### src/hdl/kss_pkg.sv
// Shared types, constants and helpers for the knot span search unit.
package kss_pkg;

    localparam int MAX_KNOTS = 256;
    localparam int KNOT_AW   = $clog2(MAX_KNOTS);

    localparam int KNOT_W    = 32;
    localparam int ORDER_W   = 5;
    localparam int COUNT_W   = 9;
    localparam int TOL_W     = 16;
    localparam int SPAN_W    = 8;
    localparam int KIDX_W    = 8;

    localparam int APB_AW    = 4;
    localparam int APB_DW    = 32;

    localparam logic [ORDER_W-1:0] ORDER_RST = 5'd4;
    localparam logic [COUNT_W-1:0] COUNT_RST = 9'd8;
    localparam logic [TOL_W-1:0]   TOL_RST   = 16'd1;

    // Register index codes, taken from paddr[3:2]
    localparam logic [1:0] REG_ORDER = 2'd0;
    localparam logic [1:0] REG_COUNT = 2'd1;
    localparam logic [1:0] REG_TOL   = 2'd2;

    localparam logic KIND_WRITE = 1'b0;
    localparam logic KIND_QUERY = 1'b1;

    typedef struct packed {
        logic [ORDER_W-1:0] order;
        logic [COUNT_W-1:0] knot_count;
        logic [TOL_W-1:0]   tolerance;
    } t_cfg;

    typedef enum logic [3:0] {
        ST_IDLE = 4'b0001,
        ST_LAST = 4'b0010,
        ST_SCAN = 4'b0100,
        ST_DONE = 4'b1000
    } t_state;

    // Knots in use, limited to the store depth
    function automatic logic [COUNT_W-1:0] sat_count(input logic [COUNT_W-1:0] kc);
        logic [31:0] w;
        logic [31:0] m;
        w = 32'(kc);
        m = 32'(MAX_KNOTS);
        if (w > m) begin
            return COUNT_W'(m);
        end
        return kc;
    endfunction

    function automatic logic [KNOT_AW-1:0] to_addr(input logic [COUNT_W-1:0] idx);
        logic [31:0] w;
        w = 32'(idx);
        return w[KNOT_AW-1:0];
    endfunction

endpackage

### src/hdl/kss_cfg.sv
// APB configuration registers: order, knot count and tolerance.
module kss_cfg (
    input  logic                         i_clk,
    input  logic                         i_rst_n,
    input  logic                         psel,
    input  logic                         penable,
    input  logic                         pwrite,
    input  logic [kss_pkg::APB_AW-1:0]   paddr,
    input  logic [kss_pkg::APB_DW-1:0]   pwdata,
    output logic [kss_pkg::APB_DW-1:0]   prdata,
    output logic                         pready,
    output kss_pkg::t_cfg                o_cfg
);

    kss_pkg::t_cfg r_cfg;
    kss_pkg::t_cfg n_cfg;
    logic          wr_en;
    logic [1:0]    reg_idx;

    assign pready  = 1'b1;
    assign wr_en   = psel & penable & pwrite & pready;
    assign reg_idx = paddr[3:2];

    always_comb begin
        n_cfg = r_cfg;
        if (wr_en) begin
            case (reg_idx)
                kss_pkg::REG_ORDER: n_cfg.order      = pwdata[kss_pkg::ORDER_W-1:0];
                kss_pkg::REG_COUNT: n_cfg.knot_count = pwdata[kss_pkg::COUNT_W-1:0];
                kss_pkg::REG_TOL:   n_cfg.tolerance  = pwdata[kss_pkg::TOL_W-1:0];
                default:            n_cfg = r_cfg;
            endcase
        end
    end

    always_ff @(posedge i_clk) begin
        if (!i_rst_n) begin
            r_cfg.order      <= kss_pkg::ORDER_RST;
            r_cfg.knot_count <= kss_pkg::COUNT_RST;
            r_cfg.tolerance  <= kss_pkg::TOL_RST;
        end else begin
            r_cfg <= n_cfg;
        end
    end

    always_comb begin
        case (reg_idx)
            kss_pkg::REG_ORDER: prdata = kss_pkg::APB_DW'(r_cfg.order);
            kss_pkg::REG_COUNT: prdata = kss_pkg::APB_DW'(r_cfg.knot_count);
            kss_pkg::REG_TOL:   prdata = kss_pkg::APB_DW'(r_cfg.tolerance);
            default:            prdata = '0;
        endcase
    end

    assign o_cfg = r_cfg;

endmodule

### config.mk
export PLATFORM = sky130hd
export DESIGN_NAME = kss_cfg
export DESIGN_NICKNAME = d
export VERILOG_FILES = /design/src/hdl/kss_pkg.sv /design/src/hdl/kss_cfg.sv
export SDC_FILE = /design/constraint.sdc
export NUM_CORES = 1
export LEC_CHECK = 0
export BUFFER_PORTS_ARGS = -buffer_cell sky130_fd_sc_hd__buf_2
export CAP_MARGIN = 20
export CORE_MARGIN = 2
export CORE_UTILIZATION = 39
export DETAILED_ROUTE_END_ITERATION = 10
export PLACE_DENSITY_LB_ADDON = 0.05
export SYNTH_ARGS = -nofsm -noshare
export SYNTH_HDL_FRONTEND = slang
export SYNTH_SLANG_ARGS = --single-unit
### constraint.sdc
create_clock -name i_clk -period 2.3 [get_ports i_clk]
set_input_delay 0.46 -clock i_clk [delete_from_list [all_inputs] [get_ports i_clk]]
set_output_delay 0.46 -clock i_clk [all_outputs]
set_load 0.01 [all_outputs]
==> reports/summary.txt <==
Synth Instances - 173
Syn. warnings - 0
Top cell type's share of synthesized area - 0.389
Cells on worst reg2reg path - 2
N_diodes - 0
Simple-gate share of the synthesized area - 0.188
Crit path from - paddr[3]
CTS Buf Count - 5
Pleak - 0.000957 µW
Kind of critical path - input port to primary output
Final Hold Slack - 0.430 ns
Area of the die - 4470 µm²
Initial Util - 0.412
WL/cell - 12.6 µm
RSZ-0062 raised after global routing - no
WL final - 3570 µm
Clk pin slew, worst setup/hold paths - 0.06 ns
Setup WS post-layout - 0.402 ns
Worst clock skew - 0 ns
Core Region - 3740 µm²
Initial antenna violation count - 0
Min-Delay Path Class - input port to register
Run status - finished clean
# DRC - 0
Buffers on Ports - 68
Critical Path Sink Type - primary output
Cts repair resizes - 0
Minimum clock period - 1.90 ns
Arrival time at the worst endpoint - 1.44 ns
CTS H-tree depth - 2
CP Launch Type - input port
CTS tree - yes
Max Cap Viol - 0
Initial drt markers - 51
Most frequent cells in the layout - buf_2, nand2_1, mux2i_1, dfxtp_1, conb_1
Layout area overhead - 22.3%
Die height - 66.9 µm
Root Driver - clkbuf_8
GR Overflow Total - 0
Largest net degree at the start of global routing - 47
Drt first pass iters - 5
Worst-Skew Late Latency - 0.27 ns
Std-Cell Rows - 22
Ports - 104
Mapped Area - 1540 µm²
Period utilization - 0.825
Number of global-route vias before repair - 1222
Sequential share of the synthesized area - 0.389
Clk buf depth - 2
Compound-cell area share of the yosys netlist - 0.0584
Post-synthesis adder-cell area fraction - 0
Clk sink count - 30
FFs w/ async S/R, synth - 0
Via count - 1307
Worst flop-to-flop path startpoint - o_cfg[27]
Largest family of logic cells by synthesized area - multiplexers
PD cells - 600 nW/µm²
Post-CTS Setup Repair Bufs - 0
Routed Antenna Nets - 0
Main flop type after synthesis - dfxtp_1
Distinct cell type count after synthesis - 21
Final Max Slew Viols - 0
Worst Path Max Fanout - 18
Post-synth EDFFs - 0
Commonest non-fill, non-tap cell in the layout - buf_2
Mean Syn Cell Area - 8.92 µm²
Max Freq - 0.527 GHz
Critical Path RT - 1.84 ns
Layout cell share with drive strength beyond 1 - 0.336
Wire length of the first global-routing pass - 5630 µm
Worst reg-to-reg setup slack - 1.63 ns
Die W - 66.9 µm
Placer congestion estimate - 0.701
Least-Margin Pin Slew - 0.785 ns
CTS Hold Bufs - 0
DP Wirelength - 2450 µm
Gr usage total - 0.168
Max reg flops - 30
Worst Setup EP - prdata[8]
Mux share of post-synthesis cell area - 0.208
Start point of the worst hold path - pwdata[10]
Post-synthesis xor/xnor area fraction - 0
Normalized max-slew margin - 0.476
Reg2reg end - o_cfg[27]
Setup WS pre-CTS - 0.382 ns
Synth area leader - dfxtp_1
Final hold vios - 0
Largest cells by area after synthesis - dfxtp_1, mux2i_1, nand2_1
FF+latch count, synth - 30
Max IR drop VDD - 0.286 mV
Net count of the finished layout - 275
Final Setup Violations - 0
Via density - 4.62
Setup TNS - 0 ns
-- metrics by stage --
step	utilization	cells	instance area (µm²)	power [µW]
after detailed placement	0.475	275	1780	652
after floorplan	-	188	1600	637
after global placement	0.475	275	1780	649
after global routing	0.504	283	1890	1200
after CTS	0.504	283	1890	1150
final	0.504	283	1890	1130
-- cell usage after synthesis (3+ instances only) --
library cell / instances
nand2_1: 48
dfxtp_1: 30
mux2i_1: 32
nand3_1: 3
a22o_1: 4
inv_1: 3
and2_1: 8
o211ai_1: 3
o21ai_0: 5
clkbuf_1: 6
buf_4: 17
-- worst min path at each step --
stage | endpoint | cells past startpoint
final | o_cfg[10] | 3
after floorplan | o_cfg[10] | 2
after global placement | o_cfg[9] | 2
after CTS | o_cfg[10] | 3
after global routing | o_cfg[15] | 3
after detailed placement | o_cfg[11] | 2
-- report_power, final --
group / switching (µW) / internal, µW / leakage [µW]
sequential: 5.19 / 527 / 0.000242
combinational: 69.0 / 39.3 / 0.000657
clock: 191 / 302 / 0.0000575
total: 265 / 868 / 0.000957
-- area by class of cell --
cell class / instances / area (µm²)
inverters: 3 / 11.3
flip-flops and latches: 30 / 601
well taps: 48 / 60.1
multi-input cells: 126 / 764
repair buffers: 68 / 340
fillers: 399 / 1860
clock buffers: 8 / 110
-- layer usage --
layer | routed length (µm) | global-route usage | vias to the layer above
li1 | - | - | 651
met1 | 1600 | 0.198 | 591
met2 | 1650 | 0.286 | 61
met3 | 289 | 0.0574 | 4
met4 | 27 | 0.0459 | 0
met5 | 0 | 0 | -
-- worst max-delay path: stages --
cell,delay [ns]
buf_2,0.18
nor2b_4,0.45
a22o_1,0.22
buf_2,0.12
-- cell families (layout without fill, tap and decap cells) --
| group | count (synthesis) | count (layout) |
|---|---|---|
| simple gates | 64 | 64 |
| mux | 32 | 32 |
| buf+inv | 32 | 79 |
| flops | 30 | 30 |
| compound gates | 13 | 13 |
| other cells | 2 | 17 |
Note: power is estimated with default switching activity, not from simulation.
