==> config.mk <==
export PLATFORM = sky130hd
export DESIGN_NAME = kss_ctrl
export DESIGN_NICKNAME = d
export VERILOG_FILES = /design/src/hdl/kss_pkg.sv /design/src/hdl/kss_ctrl.sv
export SDC_FILE = /design/constraint.sdc
export NUM_CORES = 1
export LEC_CHECK = 0
export BUFFER_PORTS_ARGS = -buffer_cell sky130_fd_sc_hd__buf_2
export CORE_MARGIN = 4
export CORE_UTILIZATION = 40
export DETAILED_ROUTE_END_ITERATION = 12
export GPL_ROUTABILITY_DRIVEN = 1
export PLACE_DENSITY = 0.71
export SLEW_MARGIN = 40
export SYNTH_ARGS = -nofsm -noshare
export SYNTH_HDL_FRONTEND = slang
export SYNTH_SLANG_ARGS = --single-unit
==> constraint.sdc <==
create_clock -name i_clk -period 6 [get_ports i_clk]
set_input_delay 0.3 -clock i_clk [delete_from_list [all_inputs] [get_ports i_clk]]
set_output_delay 0.3 -clock i_clk [all_outputs]
set_load 0.1 [all_outputs]
==> src/hdl/kss_pkg.sv <==
// Shared types, constants and helpers for the knot span search unit.
package kss_pkg;

    localparam int MAX_KNOTS = 256;
    localparam int KNOT_AW   = $clog2(MAX_KNOTS);

    localparam int KNOT_W    = 32;
    localparam int ORDER_W   = 5;
    localparam int COUNT_W   = 9;
    localparam int TOL_W     = 16;
    localparam int SPAN_W    = 8;
    localparam int KIDX_W    = 8;

    localparam int APB_AW    = 4;
    localparam int APB_DW    = 32;

    localparam logic [ORDER_W-1:0] ORDER_RST = 5'd4;
    localparam logic [COUNT_W-1:0] COUNT_RST = 9'd8;
    localparam logic [TOL_W-1:0]   TOL_RST   = 16'd1;

    // Register index codes, taken from paddr[3:2]
    localparam logic [1:0] REG_ORDER = 2'd0;
    localparam logic [1:0] REG_COUNT = 2'd1;
    localparam logic [1:0] REG_TOL   = 2'd2;

    localparam logic KIND_WRITE = 1'b0;
    localparam logic KIND_QUERY = 1'b1;

    typedef struct packed {
        logic [ORDER_W-1:0] order;
        logic [COUNT_W-1:0] knot_count;
        logic [TOL_W-1:0]   tolerance;
    } t_cfg;

    typedef enum logic [3:0] {
        ST_IDLE = 4'b0001,
        ST_LAST = 4'b0010,
        ST_SCAN = 4'b0100,
        ST_DONE = 4'b1000
    } t_state;

    // Knots in use, limited to the store depth
    function automatic logic [COUNT_W-1:0] sat_count(input logic [COUNT_W-1:0] kc);
        logic [31:0] w;
        logic [31:0] m;
        w = 32'(kc);
        m = 32'(MAX_KNOTS);
        if (w > m) begin
            return COUNT_W'(m);
        end
        return kc;
    endfunction

    function automatic logic [KNOT_AW-1:0] to_addr(input logic [COUNT_W-1:0] idx);
        logic [31:0] w;
        w = 32'(idx);
        return w[KNOT_AW-1:0];
    endfunction

endpackage

==> src/hdl/kss_ctrl.sv <==
// Search sequencer: knot writes, last-knot test, linear scan and result register.
module kss_ctrl (
    input  logic                          i_clk,
    input  logic                          i_rst_n,
    input  kss_pkg::t_cfg                 i_cfg,
    input  logic                          i_valid,
    output logic                          o_ready,
    input  logic                          i_kind,
    input  logic [kss_pkg::KIDX_W-1:0]    i_knot_index,
    input  logic [kss_pkg::KNOT_W-1:0]    i_knot_value,
    input  logic [kss_pkg::KNOT_W-1:0]    i_param_t,
    output logic                          o_we,
    output logic [kss_pkg::KNOT_AW-1:0]   o_waddr,
    output logic [kss_pkg::KNOT_W-1:0]    o_wdata,
    output logic [kss_pkg::KNOT_AW-1:0]   o_raddr,
    input  logic [kss_pkg::KNOT_W-1:0]    i_rdata,
    output logic                          o_res_valid,
    input  logic                          i_res_ready,
    output logic [kss_pkg::SPAN_W-1:0]    o_span_index,
    output logic                          o_span_valid
);

    kss_pkg::t_state                r_state, n_state;
    logic [kss_pkg::KNOT_W-1:0]     r_t, n_t;
    logic [kss_pkg::COUNT_W-1:0]    r_i, n_i;
    logic [kss_pkg::COUNT_W-1:0]    r_last, n_last;
    logic [kss_pkg::SPAN_W-1:0]     r_span, n_span;
    logic                           r_ok, n_ok;
    logic                           r_ov, n_ov;
    logic [kss_pkg::SPAN_W-1:0]     r_oi, n_oi;
    logic                           r_ook, n_ook;

    logic                           accept;
    logic [kss_pkg::COUNT_W-1:0]    cnt;
    logic [kss_pkg::COUNT_W-1:0]    ord;
    logic                           bad_cfg;
    logic [kss_pkg::COUNT_W-1:0]    rd_idx;
    logic signed [kss_pkg::KNOT_W:0] diff;
    logic [kss_pkg::KNOT_W:0]       mag;
    logic                           near;
    logic                           below;
    logic                           slot_free;

    assign o_ready = (r_state == kss_pkg::ST_IDLE);
    assign accept  = i_valid & o_ready;

    assign cnt     = kss_pkg::sat_count(i_cfg.knot_count);
    assign ord     = kss_pkg::COUNT_W'(i_cfg.order);
    assign bad_cfg = (ord == '0) || (cnt == '0) || (ord > cnt);

    // Knot writes go straight to the store; the index is always in range at depth 256
    assign o_we    = accept && (i_kind == kss_pkg::KIND_WRITE)
                     && (32'(i_knot_index) < 32'(kss_pkg::MAX_KNOTS));
    assign o_waddr = kss_pkg::to_addr(kss_pkg::COUNT_W'(i_knot_index));
    assign o_wdata = i_knot_value;

    always_comb begin
        case (r_state)
            kss_pkg::ST_IDLE: rd_idx = cnt - 1'b1;
            kss_pkg::ST_LAST: rd_idx = ord - 1'b1;
            kss_pkg::ST_SCAN: rd_idx = r_i + 1'b1;
            default:          rd_idx = '0;
        endcase
    end
    assign o_raddr = kss_pkg::to_addr(rd_idx);

    // |t - knot| over 33 bits, then compare against tolerance
    assign diff  = $signed({r_t[kss_pkg::KNOT_W-1], r_t})
                 - $signed({i_rdata[kss_pkg::KNOT_W-1], i_rdata});
    assign mag   = diff[kss_pkg::KNOT_W] ? 33'(-diff) : 33'(diff);
    assign near  = mag <= 33'(i_cfg.tolerance);
    assign below = $signed(r_t) < $signed(i_rdata);

    assign slot_free = !r_ov || i_res_ready;

    always_comb begin
        n_state = r_state;
        n_t     = r_t;
        n_i     = r_i;
        n_last  = r_last;
        n_span  = r_span;
        n_ok    = r_ok;
        n_ov    = r_ov;
        n_oi    = r_oi;
        n_ook   = r_ook;
        if (r_ov && i_res_ready) begin
            n_ov = 1'b0;
        end
        case (r_state)
            kss_pkg::ST_IDLE: begin
                if (accept && (i_kind == kss_pkg::KIND_QUERY)) begin
                    n_t = i_param_t;
                    if (bad_cfg) begin
                        n_ok    = 1'b0;
                        n_span  = '0;
                        n_state = kss_pkg::ST_DONE;
                    end else begin
                        n_last  = cnt - ord;
                        n_state = kss_pkg::ST_LAST;
                    end
                end
            end
            kss_pkg::ST_LAST: begin
                if (near) begin
                    n_ok    = (r_last != '0);
                    n_span  = (r_last != '0) ? kss_pkg::SPAN_W'(r_last - 1'b1) : '0;
                    n_state = kss_pkg::ST_DONE;
                end else if ((ord - 1'b1) > r_last) begin
                    // Empty scan window: no knot lies in order-1..last
                    n_ok    = 1'b0;
                    n_span  = '0;
                    n_state = kss_pkg::ST_DONE;
                end else begin
                    n_i     = ord - 1'b1;
                    n_state = kss_pkg::ST_SCAN;
                end
            end
            kss_pkg::ST_SCAN: begin
                if (below) begin
                    n_ok    = (r_i != '0);
                    n_span  = (r_i != '0) ? kss_pkg::SPAN_W'(r_i - 1'b1) : '0;
                    n_state = kss_pkg::ST_DONE;
                end else if (r_i == r_last) begin
                    n_ok    = 1'b0;
                    n_span  = '0;
                    n_state = kss_pkg::ST_DONE;
                end else begin
                    n_i = r_i + 1'b1;
                end
            end
            kss_pkg::ST_DONE: begin
                if (slot_free) begin
                    n_ov    = 1'b1;
                    n_oi    = r_span;
                    n_ook   = r_ok;
                    n_state = kss_pkg::ST_IDLE;
                end
            end
            default: n_state = kss_pkg::ST_IDLE;
        endcase
    end

    always_ff @(posedge i_clk) begin
        if (!i_rst_n) begin
            r_state <= kss_pkg::ST_IDLE;
            r_ov    <= 1'b0;
        end else begin
            r_state <= n_state;
            r_ov    <= n_ov;
        end
        r_t    <= n_t;
        r_i    <= n_i;
        r_last <= n_last;
        r_span <= n_span;
        r_ok   <= n_ok;
        r_oi   <= n_oi;
        r_ook  <= n_ook;
    end

    assign o_res_valid  = r_ov;
    assign o_span_index = r_oi;
    assign o_span_valid = r_ook;

`ifndef SYNTHESIS
    a_scan_bound: assert property (@(posedge i_clk) disable iff (!i_rst_n)
        (r_state == kss_pkg::ST_SCAN) |-> (r_i <= r_last))
        else $error("scan index ran past last knot in use");

    a_query_busy: assert property (@(posedge i_clk) disable iff (!i_rst_n)
        (accept && (i_kind == kss_pkg::KIND_QUERY)) |=> (r_state != kss_pkg::ST_IDLE))
        else $error("query accepted without leaving idle");

    a_fail_zero: assert property (@(posedge i_clk) disable iff (!i_rst_n)
        (r_ov && !r_ook) |-> (r_oi == '0))
        else $error("failed search carries nonzero span");

    a_no_overwrite: assert property (@(posedge i_clk) disable iff (!i_rst_n)
        (r_ov && !i_res_ready) |=> (r_ov && $stable(r_oi) && $stable(r_ook)))
        else $error("pending result overwritten");
`endif

endmodule

==> metrics.cfg, run 1 <==
[cells_and_area]
drive_gt1_share_pct = 17.0
antenna_cells = 0
nets = 1251
areaGrowthSynthToFinish_pct = 11.8

[critical_path]
startpoint_type = flop
critPathMaxStageDelay_ns = 0.44
critPathKind = reg -> reg
cp_data_arrival_time_ns = 5.61
crit_slowest_cell = fa_1
crit_chain = inv_1 > ha_1 > fa_1 > nand2b_1 > a21o_1 > a211oi_2 > o21a_1 > o2111ai_1 > and2_0 > o21ai_0 > xnor2_1 > ha_1 > a21o_1 > a21o_1 > a21oi_1 > a21oi_1 > o31ai_1 > a221o_1 > o2111a_1 > o311ai_1 > nor4_4 > nand3_2 > a21oi_1 > buf_4
path_depth = 24
cp_max_fo = 9
path_buf_inv = 2
cp-end-kind = flop
rrSetupSlack_ns = 0.44
reg2reg_from = r_t[0]
critPathTopFamily = compound AO/OA/AOI/OAI gates
timing.rr.end = r_span[2]
rr_worst_depth = 24
cp.required_ns = 6.05

[global_routing]
grt_max_degree = 33
globalRouteOverflowTotal = 0
grt_pass1_vias = 7011
grtUsageTotal_pct = 18.3
antenna_found_initial = 0
grt_pass1_wl_um = 33800

[clocking]
clock-root-buffer = clkbuf_16
clk_path_buf_depth = 2
clkLatencyLatePin_ns = 0.35
cts_tree = built
path_clk_slew_ns = 0.06
hold_buffers = 0
cts_htree_levels = 3
numCtsBuffers = 9
cts.sinks = 73

[synth]
synthArstFlopShare_pct = 0
yosysTopAreaCell = edfxtp_1
syn_nets = 1185
yosysSeqAreaShare_pct = 26.6
ys_ff_latch = 73
synth_most_common_cell = inv_1
synth_edf_count = 68
synth-main-ff-cell = edfxtp_1
yosys_warnings = 0
synth_area_per_cell_um2 = 8.27
synthTopCellsByCount = inv_1 (80), nand2_1 (79), ha_1 (70)
synth_cells = 974
synth_top_area_share_pct = 25.3
syn-cell-area_um2 = 8060
ys_types = 84
ys_top_cells_by_area = edfxtp_1 (25%), ha_1 (11%), xnor2_1 (5.3%)

[timing]
finalHoldViolCount = 0
slew_headroom_pct = 45.6
setup_viol = 0
fin_crit_ns = 5.56
fin_ws_ns = 0.436
clock_skew_ns = 0.0136
finalCritPeriodShare_pct = 92.7
worst_pin_slew_ns = 0.809
maxSlewViolCount = 0
fmax_mhz = 180

[placed_design]
gp_congestion = 0.932
io_buffers = 118
post-dp-hpwl_um = 16700
pre_cts_ws_ns = 0.273

[floorplanning]
pin_count = 199
core_um2 = 19700
die_height_um = 150
die_x_um = 150
dieArea_um2 = 22500
rows = 51
start_util_pct = 41.0

[pwr]
power-per-cell-area_nw_per_um2 = 334
vdd_drop_max_v = 0.000255
power_mw = 3.01
cellLeakagePower_nw = 3.78

[min_path]
worstHoldStart = i_param_t[3]
worstHoldPathCells = 1
hp-class = in -> reg
hold_path_end = r_t[3]

[run_status]
status = finished clean

[detailed_routing]
vias = 7347
post_drt_wl_per_cell_um = 15.8
routed_wl_um = 20700
postRouteAntennaNets = 0
drtIter0Drc = 474
drc = 0
via_per_inst = 5.61
firstDrtPassIters = 5

[job]
maxCapViolCount = 0

worst max path at each step:
stage                    start   endpoint  slack [ns]
floorplan               r_t[0]       r_ok        0.50
global placement    i_rdata[0]     r_i[5]        0.41
detailed placement  i_rdata[0]  r_span[6]        0.27
CTS                     r_t[0]  r_span[2]        0.32
global route            r_t[4]       r_ok      -0.001
finish                  r_t[0]  r_span[2]        0.44
registers in the layout, summed over array words and instances (netlist names):
register      cells
r_last            9
r_span            8
r_i               9
r_state           4
o_res_valid       1
o_span_index      8
o_span_valid      1
r_t              32
r_ok              1
cells by family after synthesis:
family	count (synthesis)	share of synthesized area [%]
AO/OA/AOI/OAI	247	20.9
adder cells (fa/ha/maj)	72	11.4
buffers and inverters	153	9.18
XOR/XNOR	67	7.28
AND/OR/NAND/NOR	354	23.7
multiplexers	8	1.02
flip-flops	73	26.6
cell usage in the layout (no fill, tap or decap), drive strengths merged, types with 4 or more instances in the layout:
master,netlist,layout
nor4b,7,7
edfxtp,68,68
nand2,79,79
a31oi,18,18
and4,9,9
or2,11,11
nand3,38,38
dfxtp,5,5
xor2,18,18
a221o,4,4
nor2,66,66
o211ai,14,14
clkbuf,27,12
nor2b,15,15
o2111ai,4,4
nand4,20,20
a211oi,12,12
or4,6,6
nor3,25,25
a21oi,49,49
nand2b,16,16
o22ai,13,13
a22oi,6,6
o311ai,4,4
xnor2,49,49
inv,80,80
o21a,17,17
nor4,17,17
or3,4,4
o31ai,10,10
ha,70,70
o21ai,51,51
and2,17,17
mux2i,6,6
buf,46,128
and3,13,13
o221ai,4,4
a21o,15,15
per-layer routing:
metal  global-route usage, %  up-vias  wire [um]
met5                       0        -          0
met4                    5.99        0        337
met3                    3.57       31       1530
met2                    27.7      267       8740
met1                    26.2     3376      10100
li1                        -     3673          -
layout make-up:
cell class              count  area (um2)
clock buffers              12         256
inverters                  80         300
fillers                  1980       10600
multi-input cells         748        5220
repair buffers            128         666
flip-flops and latches     73        2140
well taps                 265         332
clock inverters             4        98.8
worst register-to-register path: stages (launching register included):
cell       delay (ns)
edfxtp_1         0.32
inv_1            0.04
ha_1             0.21
fa_1             0.44
nand2b_1         0.21
a21o_1           0.23
a211oi_2         0.36
o21a_1           0.28
o2111ai_1        0.26
and2_0           0.30
o21ai_0          0.11
xnor2_1          0.15
ha_1             0.27
a21o_1           0.18
a21o_1           0.17
a21oi_1          0.15
a21oi_1          0.09
o31ai_1          0.20
a221o_1          0.21
o2111a_1         0.17
o311ai_1         0.13
nor4_4           0.25
nand3_2          0.17
a21oi_1          0.16
buf_4            0.19
stage by stage:
step	TNS (ns)	utilization, %	area, um2	hold WS [ns]	instances
after detailed placement	0	43.9	8630	0.405	1293
after CTS	0	45.7	8980	0.112	1309
after global placement	0	43.8	8620	0.404	1293
after global routing	-0.00401	45.8	9010	0.115	1310
final	0	45.8	9010	0.118	1310
after floorplan	0	-	8060	0.372	974
what timing repair did:
action,in CTS,in global routing
hold endpoints to repair,0,0
gates resized for setup,0,1
setup buffers,0,1
endpoints found under the setup margin,0,26
power breakdown:
group          leakage, nW  switching [mW]  internal, mW
Clock                0.173           0.211         0.430
Sequential           0.671          0.0544         0.645
Combinational         2.94            1.13         0.547
Total                 3.78            1.39          1.62
(Power assumes the default switching activity.)
==> inputs of run 2 (changes only) <==
--- a/config.mk
+++ b/config.mk
@@ -11,4 +11,5 @@
 export DETAILED_ROUTE_END_ITERATION = 12
 export GPL_ROUTABILITY_DRIVEN = 1
+export GPL_TIMING_DRIVEN = 0
 export PLACE_DENSITY = 0.71
 export SLEW_MARGIN = 40
==> constraint.sdc (replaced) <==
create_clock -name i_clk -period 6 [get_ports i_clk]
set_input_delay 0.6 -clock i_clk [delete_from_list [all_inputs] [get_ports i_clk]]
set_output_delay 0.6 -clock i_clk [all_outputs]
set_load 0.01 [all_outputs]
==> run 2 against run 1 <==
  * Core utilization is 3.6 points higher
  * Cell count rose by 8.4%
  * Final area is 7.8% higher
  * Count of clock-buffer cells in the layout is the same
  * Critical endpoint is now r_span[5]
  * Clock skew down 0.0017 ns
  * Critical path type is now in -> reg
  * Critical path depth rose by 1
  * Sequential share of layout area shrank 1.7 points
  * Die area stayed put
  * Global-route usage increased by 0.33 points
  * Fmax is 1.3% lower
  * Highest routed layer unchanged
  * Combinational power fell by 13%
  * Worst setup slack got worse by 0.075 ns
==> metrics.cfg, run 2 (synthesized netlist as in run 1, its figures left out) <==
[timing]
setup_viol = 0  ; unchanged
fmax_mhz = 177  ; was 180 MHz
maxSlewViolCount = 0  ; unchanged
finalCritPeriodShare_pct = 94.0  ; was 92.7%
slew_headroom_pct = 46.2  ; was 45.6%
finalHoldViolCount = 0  ; unchanged
clock_skew_ns = 0.0119  ; was 0.0136 ns
fin_crit_ns = 5.64  ; was 5.56 ns
worst_pin_slew_ns = 0.802  ; was 0.809 ns

[pwr]
p_clk_share_pct = 23.3  ; was 21.3%
p_sw_share_pct = 41.2  ; was 46.2%
cellLeakagePower_nw = 4.21  ; was 3.78 nW
vdd_drop_max_v = 0.000165  ; was 0.000255 V
seqPwrFrac_pct = 24.5  ; was 23.2%
p_int_mw = 1.65  ; was 1.62 mW
power-per-cell-area_nw_per_um2 = 288  ; was 334 nW/um2
power.switching_mw = 1.15  ; was 1.39 mW
pwr-share-comb_pct = 52.2  ; was 55.5%

[cells_and_area]
top_register = r_t  ; unchanged
nets = 1361  ; was 1251
top_regs = r_t (32), r_i (9), r_last (9)  ; unchanged
areaGrowthSynthToFinish_pct = 20.5  ; was 11.8%
antenna_cells = 0  ; unchanged
drive_gt1_share_pct = 24.2  ; was 17.0%
largest_reg_flops = 32  ; unchanged
final_cell_area_um2 = 9710  ; was 9010 um2
nFillCells = 1964  ; was 1980
layout_commonest_cell = buf_2  ; unchanged
mostFrequentLayoutCells = buf_2 (160), inv_1 (79), nand2_1 (78)  ; was buf_2 (118), inv_1 (80), nand2_1 (79)
final_cell_count_no_fill = 1420  ; was 1310

[global_routing]
grt_max_degree = 33  ; unchanged
globalRouteOverflowTotal = 0  ; unchanged
grtUsageTotal_pct = 18.7  ; was 18.3%
grt_pass1_vias = 7109  ; was 7011
antenna_found_initial = 0  ; unchanged
grt_pass1_wl_um = 34500  ; was 33800 um

[placed_design]
io_buffers = 158  ; was 118
placed_cell_area_um2 = 9210  ; was 8630 um2
gp_congestion = 0.927  ; was 0.932
dp_cells = 1398  ; was 1293
post-dp-hpwl_um = 17400  ; was 16700 um

[detailed_routing]
vias = 7757  ; was 7347
routed_wl_um = 21600  ; was 20700 um
postRouteAntennaNets = 0  ; unchanged
drc = 0  ; unchanged
firstDrtPassIters = 6  ; was 5
post_drt_wl_per_cell_um = 15.2  ; was 15.8 um
via_per_inst = 5.46  ; was 5.61
drtIter0Drc = 517  ; was 474

[clocking]
clock-root-buffer = clkbuf_16  ; unchanged
numCtsBuffers = 9  ; unchanged
cts.sinks = 73  ; unchanged
clk_path_buf_depth = 2  ; unchanged
hold_buffers = 0  ; unchanged
cts_tree = built  ; unchanged
cts_htree_levels = 3  ; unchanged
clkLatencyLatePin_ns = 0.35  ; about the same
path_clk_slew_ns = 0.05  ; was 0.06 ns

[min_path]
hp-class = reg -> reg  ; was in -> reg

[floorplanning]
core_um2 = 19700  ; unchanged
rows = 51  ; unchanged
die_x_um = 150  ; unchanged
start_util_pct = 41.0  ; unchanged
die_height_um = 150  ; unchanged
dieArea_um2 = 22500  ; unchanged
pin_count = 199  ; unchanged

[critical_path]
crit_slowest_cell = fa_2  ; was fa_1
cp-end-kind = flop  ; unchanged
cp_data_arrival_time_ns = 5.69  ; was 5.61 ns
worstSetupStartpoint = i_rdata[0]  ; was r_t[0]
rr_worst_depth = 25  ; was 24
startpoint_type = input port  ; was flop
critPathMostFrequentCell = a21o_1
reg2reg_from = r_t[0]  ; unchanged
path_buf_inv = 3  ; was 2
timing.rr.end = r_span[5]  ; was r_span[2]
path_depth = 25  ; was 24
rrSetupSlack_ns = 0.37  ; was 0.44 ns
critPathTopFamily = compound AO/OA/AOI/OAI gates  ; unchanged
cp.required_ns = 6.05  ; about the same
critPathMaxStageDelay_ns = 0.39  ; was 0.44 ns
cp_max_fo = 10  ; was 9
endpoint = r_span[5]  ; was r_span[2]
critPathKind = in -> reg  ; was reg -> reg

[run_status]
status = finished clean  ; unchanged

[job]
maxCapViolCount = 0  ; unchanged

==> run 2: routing by layer <==
| metal | wire, um | track usage (%) | up-vias |
|---|---|---|---|
| met3 | 1510 | 2.51 | 27 |
| met1 | 10300 | 27.3 | 3558 |
| li1 | - | - | 3897 |
| met4 | 325 | 4.71 | 0 |
| met5 | 0 | 0 | - |
| met2 | 9410 | 29.0 | 275 |
==> run 2: layout make-up <==
class / instances / area [um2] / share of cell area [%]
flip-flops and latches: 73 / 2140 / 22.1
well taps: 265 / 332 / 3.41
repair buffers: 169 / 873 / 8.99
multi-input cells: 748 / 5280 / 54.4
clock buffers: 12 / 256 / 2.64
clock inverters: 4 / 98.8 / 1.02
plain buffers: 69 / 428 / 4.41
inverters: 80 / 300 / 3.09
==> run 2: through the flow <==
step | setup TNS, ns | hold slack [ns] | util, % | power (mW) | setup WS [ns]
after global routing | -0.103 | 0.410 | 49.4 | 3.01 | -0.0175
after global placement | -19.64 | 0.406 | 46.7 | 2.09 | -1.08
after CTS | 0 | 0.412 | 48.8 | 2.78 | 0.0323
after floorplan | 0 | 0.400 | - | 1.73 | 0.219
after detailed placement | -17.89 | 0.405 | 46.9 | 2.12 | -0.955
final | 0 | 0.416 | 49.4 | 2.80 | 0.361
==> run 2: what timing repair did <==
| action | in CTS | in global routing |
|---|---|---|
| gates resized for setup | 8 | 18 |
| cloned | 0 | 0 |
| pin swaps | 0 | 7 |
| setup buffers | 0 | 10 |
| setup endpoints to repair | 27 | 28 |
==> run 2: worst min-delay path by stage <==
stage / startpoint / to / slack (ns) / depth (start not counted)
global route: i_param_t[21] / r_t[21] / 0.41 / 1
global placement: r_span[6] / o_span_index[6] / 0.41 / 0
detailed placement: r_span[3] / o_span_index[3] / 0.40 / 0
finish: r_span[4] / o_span_index[4] / 0.42 / 0
floorplan: r_span[0] / o_span_index[0] / 0.40 / 0
CTS: i_param_t[21] / r_t[21] / 0.41 / 1
==> run 2: power by group through the flow <==
stage	Combinational, mW	Clock (mW)	Sequential (mW)
after floorplan	1.05	0	0.682
after global placement	1.39	0	0.695
after detailed placement	1.42	0	0.698
after CTS	1.43	0.661	0.687
after global routing	1.63	0.681	0.695
final	1.46	0.652	0.687
